$ cat src/rtl/mrah_pkg.sv
// Shared types and constants for the multi-rate average history block.
`timescale 1ns / 1ps
`default_nettype none
package mrah_pkg;

    localparam int NUM_RANGES = 3;

    localparam logic CMD_RECORD = 1'b0;
    localparam logic CMD_READ   = 1'b1;

    localparam logic [1:0] RANGE_SHORT = 2'd0;
    localparam logic [1:0] RANGE_MID   = 2'd1;
    localparam logic [1:0] RANGE_LONG  = 2'd2;

    localparam logic [1:0] REG_INTERVAL_SHORT = 2'd0;
    localparam logic [1:0] REG_INTERVAL_MID   = 2'd1;
    localparam logic [1:0] REG_INTERVAL_LONG  = 2'd2;

    localparam logic [15:0] SAMPLES_MAX = 16'hFFFF;

    // Commands from the controller to the datapath.
    typedef struct packed {
        logic       load_in;
        logic       accum;
        logic       div_start;
        logic       wr_point;
        logic       rd_point;
        logic       load_out;
        logic [1:0] range;
    } mrah_cmd_t;

    // Status from the datapath to the controller.
    typedef struct packed {
        logic       cmd;
        logic [1:0] range_select;
        logic [2:0] due;
        logic       div_done;
    } mrah_stat_t;

endpackage
`default_nettype wire

$ cat src/rtl/mrah_ctrl.sv
// Controller: sequences accumulation, per-range averaging, store writes and reads.
`timescale 1ns / 1ps
`default_nettype none
module mrah_ctrl
    import mrah_pkg::*;
(
    input  wire logic       clk,
    input  wire logic       rst_n,
    input  wire logic       in_valid,
    output logic            in_ready,
    input  wire logic       out_valid,
    input  wire logic       out_ready,
    input  wire mrah_stat_t stat,
    output mrah_cmd_t       ctl
);

    typedef enum logic [2:0] {
        S_IDLE,
        S_ACC,
        S_SEL,
        S_DIV,
        S_WR,
        S_RD,
        S_RD_WAIT,
        S_DONE
    } state_t;

    state_t     state_reg, state_next;
    logic [1:0] range_reg, range_next;

    always_comb
    begin
        state_next = state_reg;
        range_next = range_reg;
        ctl        = '0;
        ctl.range  = range_reg;
        in_ready   = (state_reg == S_IDLE);
        case (state_reg)
            S_IDLE:
            begin
                if (in_valid)
                begin
                    ctl.load_in = 1'b1;
                    state_next  = S_ACC;
                end
            end
            S_ACC:
            begin
                if (stat.cmd == CMD_RECORD)
                begin
                    ctl.accum  = 1'b1;
                    range_next = RANGE_SHORT;
                    state_next = S_SEL;
                end
                else
                begin
                    range_next = stat.range_select;
                    state_next = S_RD;
                end
            end
            S_SEL:
            begin
                if (stat.due[range_reg])
                begin
                    ctl.div_start = 1'b1;
                    state_next    = S_DIV;
                end
                else if (range_reg == RANGE_LONG)
                begin
                    state_next = S_DONE;
                end
                else
                begin
                    range_next = range_reg + 2'd1;
                end
            end
            S_DIV:
            begin
                if (stat.div_done)
                begin
                    state_next = S_WR;
                end
            end
            S_WR:
            begin
                ctl.wr_point = 1'b1;
                if (range_reg == RANGE_LONG)
                begin
                    state_next = S_DONE;
                end
                else
                begin
                    range_next = range_reg + 2'd1;
                    state_next = S_SEL;
                end
            end
            S_RD:
            begin
                ctl.rd_point = 1'b1;
                state_next   = S_RD_WAIT;
            end
            S_RD_WAIT:
            begin
                state_next = S_DONE;
            end
            S_DONE:
            begin
                // The result register takes the transfer once the last one has left.
                if (!out_valid || out_ready)
                begin
                    ctl.load_out = 1'b1;
                    state_next   = S_IDLE;
                end
            end
            default:
            begin
                state_next = S_IDLE;
            end
        endcase
    end

    always_ff @(posedge clk or negedge rst_n)
    begin
        if (!rst_n)
        begin
            state_reg <= S_IDLE;
            range_reg <= RANGE_SHORT;
        end
        else
        begin
            state_reg <= state_next;
            range_reg <= range_next;
        end
    end

endmodule
`default_nettype wire
$ cat config.mk
export PLATFORM = sky130hd
export DESIGN_NAME = mrah_ctrl
export DESIGN_NICKNAME = d
export VERILOG_FILES = /design/src/rtl/mrah_pkg.sv /design/src/rtl/mrah_ctrl.sv
export SDC_FILE = /design/constraint.sdc
export NUM_CORES = 1
export LEC_CHECK = 0
export BUFFER_PORTS_ARGS = -buffer_cell sky130_fd_sc_hd__buf_2
export CORE_MARGIN = 1
export CORE_UTILIZATION = 36
export DETAILED_ROUTE_END_ITERATION = 12
export HOLD_SLACK_MARGIN = 0.12
export RECOVER_POWER = 100
export SLEW_MARGIN = 5
export SYNTH_ARGS = -nofsm -noshare
export SYNTH_HDL_FRONTEND = slang
export SYNTH_SLANG_ARGS = --single-unit
export TNS_END_PERCENT = 50
$ cat constraint.sdc
create_clock -name clk -period 1.97 [get_ports clk]
set_input_delay 0.0985 -clock clk [delete_from_list [all_inputs] [get_ports clk]]
set_output_delay 0.0985 -clock clk [all_outputs]
set_load 0.005 [all_outputs]
==> impl_metrics.json <==
{
  "status": "finished, final reports clean",
  "rr_endpoint": "range_reg[1]$_DFFE_PN0P_",
  "cp_data_required_time_ns": 2.10,
  "gp_congestion": 0.8375,
  "clkPwrFrac_pct": 10.5,
  "rrSetupSlack_ns": 0.25,
  "holdBufCountCts": 1,
  "design.die.area_um2": 1854,
  "cts_tree": "yes",
  "clk_path_buf_depth": 2,
  "initial_core_util_pct": 39.37,
  "rsz0062_at_grt": "no",
  "drive_gt1_share_pct": 29.90,
  "fillers": 182,
  "grt_max_degree": 15,
  "largest_reg_flops": 3,
  "mostFrequentLayoutCell": "buf_2",
  "std_cell_rows": 14,
  "ys.flop_type": "dfrtp_1",
  "cts_sinks": 5,
  "total_power_mw": 1.144,
  "internal-power_uw": 590.5,
  "post_cts_resized": 0,
  "cts-root-buf": "clkbuf_4",
  "worstSetupPathType": "register to register",
  "die_h_um": 43.06,
  "cp-start-kind": "register",
  "place_ws_ns": 0.2654,
  "hp-class": "primary input to register",
  "arrival_ns": 1.86,
  "combPwrFrac_pct": 64.9,
  "yosysWarningCount": 0,
  "vdd_drop_max_mv": 0.6204,
  "dr.pass1.iters": 5,
  "post_cts_buffers": 0,
  "antenna_found_initial": 0,
  "num_vias": 646,
  "mostFrequentLayoutCells": "buf_2 (15), nand2_1 (7), nor2_1 (7)",
  "worstMarginPinSlew_ns": 0.5176,
  "path_cells": "ha_1 > nor3b_2 > o211ai_2 > o21ai_2 > mux2_4",
  "max_cap_violations": 0,
  "fin_nets": 111,
  "fmax_ghz": 0.5798,
  "worstSkewPairLatency_ns": 0.25,
  "slowest_delay_ns": 0.44,
  "critical-path-slowest-cell": "dfrtp_1",
  "path_clk_slew_ns": 0.04,
  "core_region_area_um2": 1541,
  "min_path_cells": 3,
  "synth_edf_count": 0,
  "yosysSeqAreaShare_pct": 20.62,
  "h-tree-depth": 1,
  "drtIter0Drc": 17,
  "netlist_instances": 75,
  "syn_area_per_cell_um2": 8.091,
  "syn_to_final_growth_pct": 17.73,
  "period_needed_ns": 1.725,
  "synth_nets": 88,
  "setup_slack_ns": 0.2452,
  "hp-start": "out_valid",
  "p_leak_nw": 0.3258,
  "ys_seq_elements": 5,
  "cts_made_buffers": 3,
  "async_reset_ff_share_pct": 100.0,
  "viasPerCell": 5.717,
  "grt_pass1_wl_mm": 2.580,
  "r2r_start": "range_reg[1]$_DFFE_PN0P_",
  "drc": 0,
  "diodes": 0,
  "p_per_area_nw_per_um2": 1602,
  "crit_start": "range_reg[1]$_DFFE_PN0P_",
  "finalSetupViolCount": 0,
  "finClkSkew_ns": 0.002677,
  "ant_nets": 0,
  "maxSlewHeadroom_pct": 65.49,
  "synth_area_um2": 606.8,
  "drv_slew": 0,
  "p_switching_uw": 553.8,
  "seqCellArea_um2": 125.1,
  "track_usage_pct": 19.48,
  "post-route-period-util_pct": 87.56,
  "wl_mm": 1.535,
  "dp_hpwl_mm": 1.177,
  "die_x_um": 43.06,
  "wl_per_cell_um": 13.58,
  "hold_end": "state_reg[2]$_DFFE_PN0P_",
  "multiInputGateArea_um2": 402.9,
  "grt_overflow_total": 0,
  "seqPwrFrac_pct": 24.6,
  "ios": 21,
  "portBuffers": 20,
  "hold_viol": 0,
  "ys_types": 36,
  "grt_pass1_vias": 589,
  "final.setup.tns_ns": 0,
  "path_max_fanout": 6,
  "swShare_pct": 48.39,
  "critPathCaptureType": "register",
  "r2r_cells": 5
}
cell families after synthesis:
group	Yosys count	share of synthesized area, %
mux	2	4.741
simple gates	32	28.87
fa+ha+maj	1	2.062
xor+xnor	1	1.444
compound gates	24	31.14
flops	5	20.62
buf+inv	10	11.13
cells in the mapped netlist (2+ instances only):
cell type | count | share of area, %
nand2b_1 | 3 | 3.1
nand3_1 | 2 | 1.6
nor3b_1 | 2 | 2.5
and3_1 | 2 | 2.1
a22oi_1 | 2 | 2.5
buf_6 | 3 | 5.6
a31oi_1 | 3 | 3.1
inv_1 | 3 | 1.9
o21ai_0 | 5 | 4.1
nor2b_1 | 2 | 2.1
buf_2 | 3 | 2.5
o211ai_2 | 3 | 6.2
nand2_1 | 7 | 4.3
nor2_1 | 7 | 4.3
nor3_1 | 3 | 2.5
dfrtp_1 | 5 | 21
worst max path at each step:
stage | slack [ns] | end | cells after the start
finish | 0.25 | range_reg[1]$_DFFE_PN0P_ | 5
floorplan | 0.33 | range_reg[1]$_DFFE_PN0P_ | 6
global route | 0.12 | range_reg[1]$_DFFE_PN0P_ | 5
detailed placement | 0.27 | range_reg[1]$_DFFE_PN0P_ | 5
CTS | 0.26 | range_reg[1]$_DFFE_PN0P_ | 5
global placement | 0.33 | range_reg[1]$_DFFE_PN0P_ | 5
stage by stage:
| stage | instance area [µm²] | instances | util [%] | hold WS, ns |
|---|---|---|---|---|
| 4_1_cts | 737.0 | 113 | 47.81 | 0.1471 |
| 3_5_place_dp | 700.7 | 108 | 45.45 | -0.07446 |
| 6_report | 714.4 | 113 | 46.35 | 0.1523 |
| 2_1_floorplan | 606.8 | 75 | - | -0.1971 |
| 3_3_place_gp | 700.7 | 108 | 45.45 | -0.07671 |
| 5_1_grt | 714.4 | 113 | 46.35 | 0.1706 |
worst max-delay path: cells and delay by family (launching register included):
| kind | cells | cell delay [ns] |
|---|---|---|
| compound gates | 2 | 0.31 |
| fa+ha+maj | 1 | 0.28 |
| flops | 1 | 0.44 |
| mux | 1 | 0.30 |
| simple gates | 1 | 0.27 |
power groups by stage:
| stage | registers, mW | clock network [mW] | logic (mW) |
|---|---|---|---|
| 6_report | 0.281 | 0.120 | 0.743 |
| 5_1_grt | 0.301 | 0.134 | 0.830 |
| 4_1_cts | 0.286 | 0.127 | 0.785 |
| 3_5_place_dp | 0.287 | 0 | 0.782 |
| 3_3_place_gp | 0.284 | 0 | 0.776 |
| 2_1_floorplan | 0.198 | 0 | 0.727 |
final cells by class:
| class | instances | share of cell area (%) |
|---|---|---|
| tap | 16 | 2.802 |
| timing repair buffer | 25 | 18.04 |
| sequential | 5 | 17.51 |
| clock buffer | 4 | 3.678 |
| multi-input combinational | 60 | 56.39 |
| inverter | 3 | 1.576 |
routing by layer:
layer / track usage, % / vias to the layer above / part of all wire [%]
met1: 21.56 / 301 / 45
met5: 0 / - / 0
li1: - / 320 / -
met2: 32.12 / 21 / 47
met3: 6.809 / 4 / 5.3
met4: 10.91 / 0 / 2.3
Note: power is estimated with default switching activity, not from simulation.
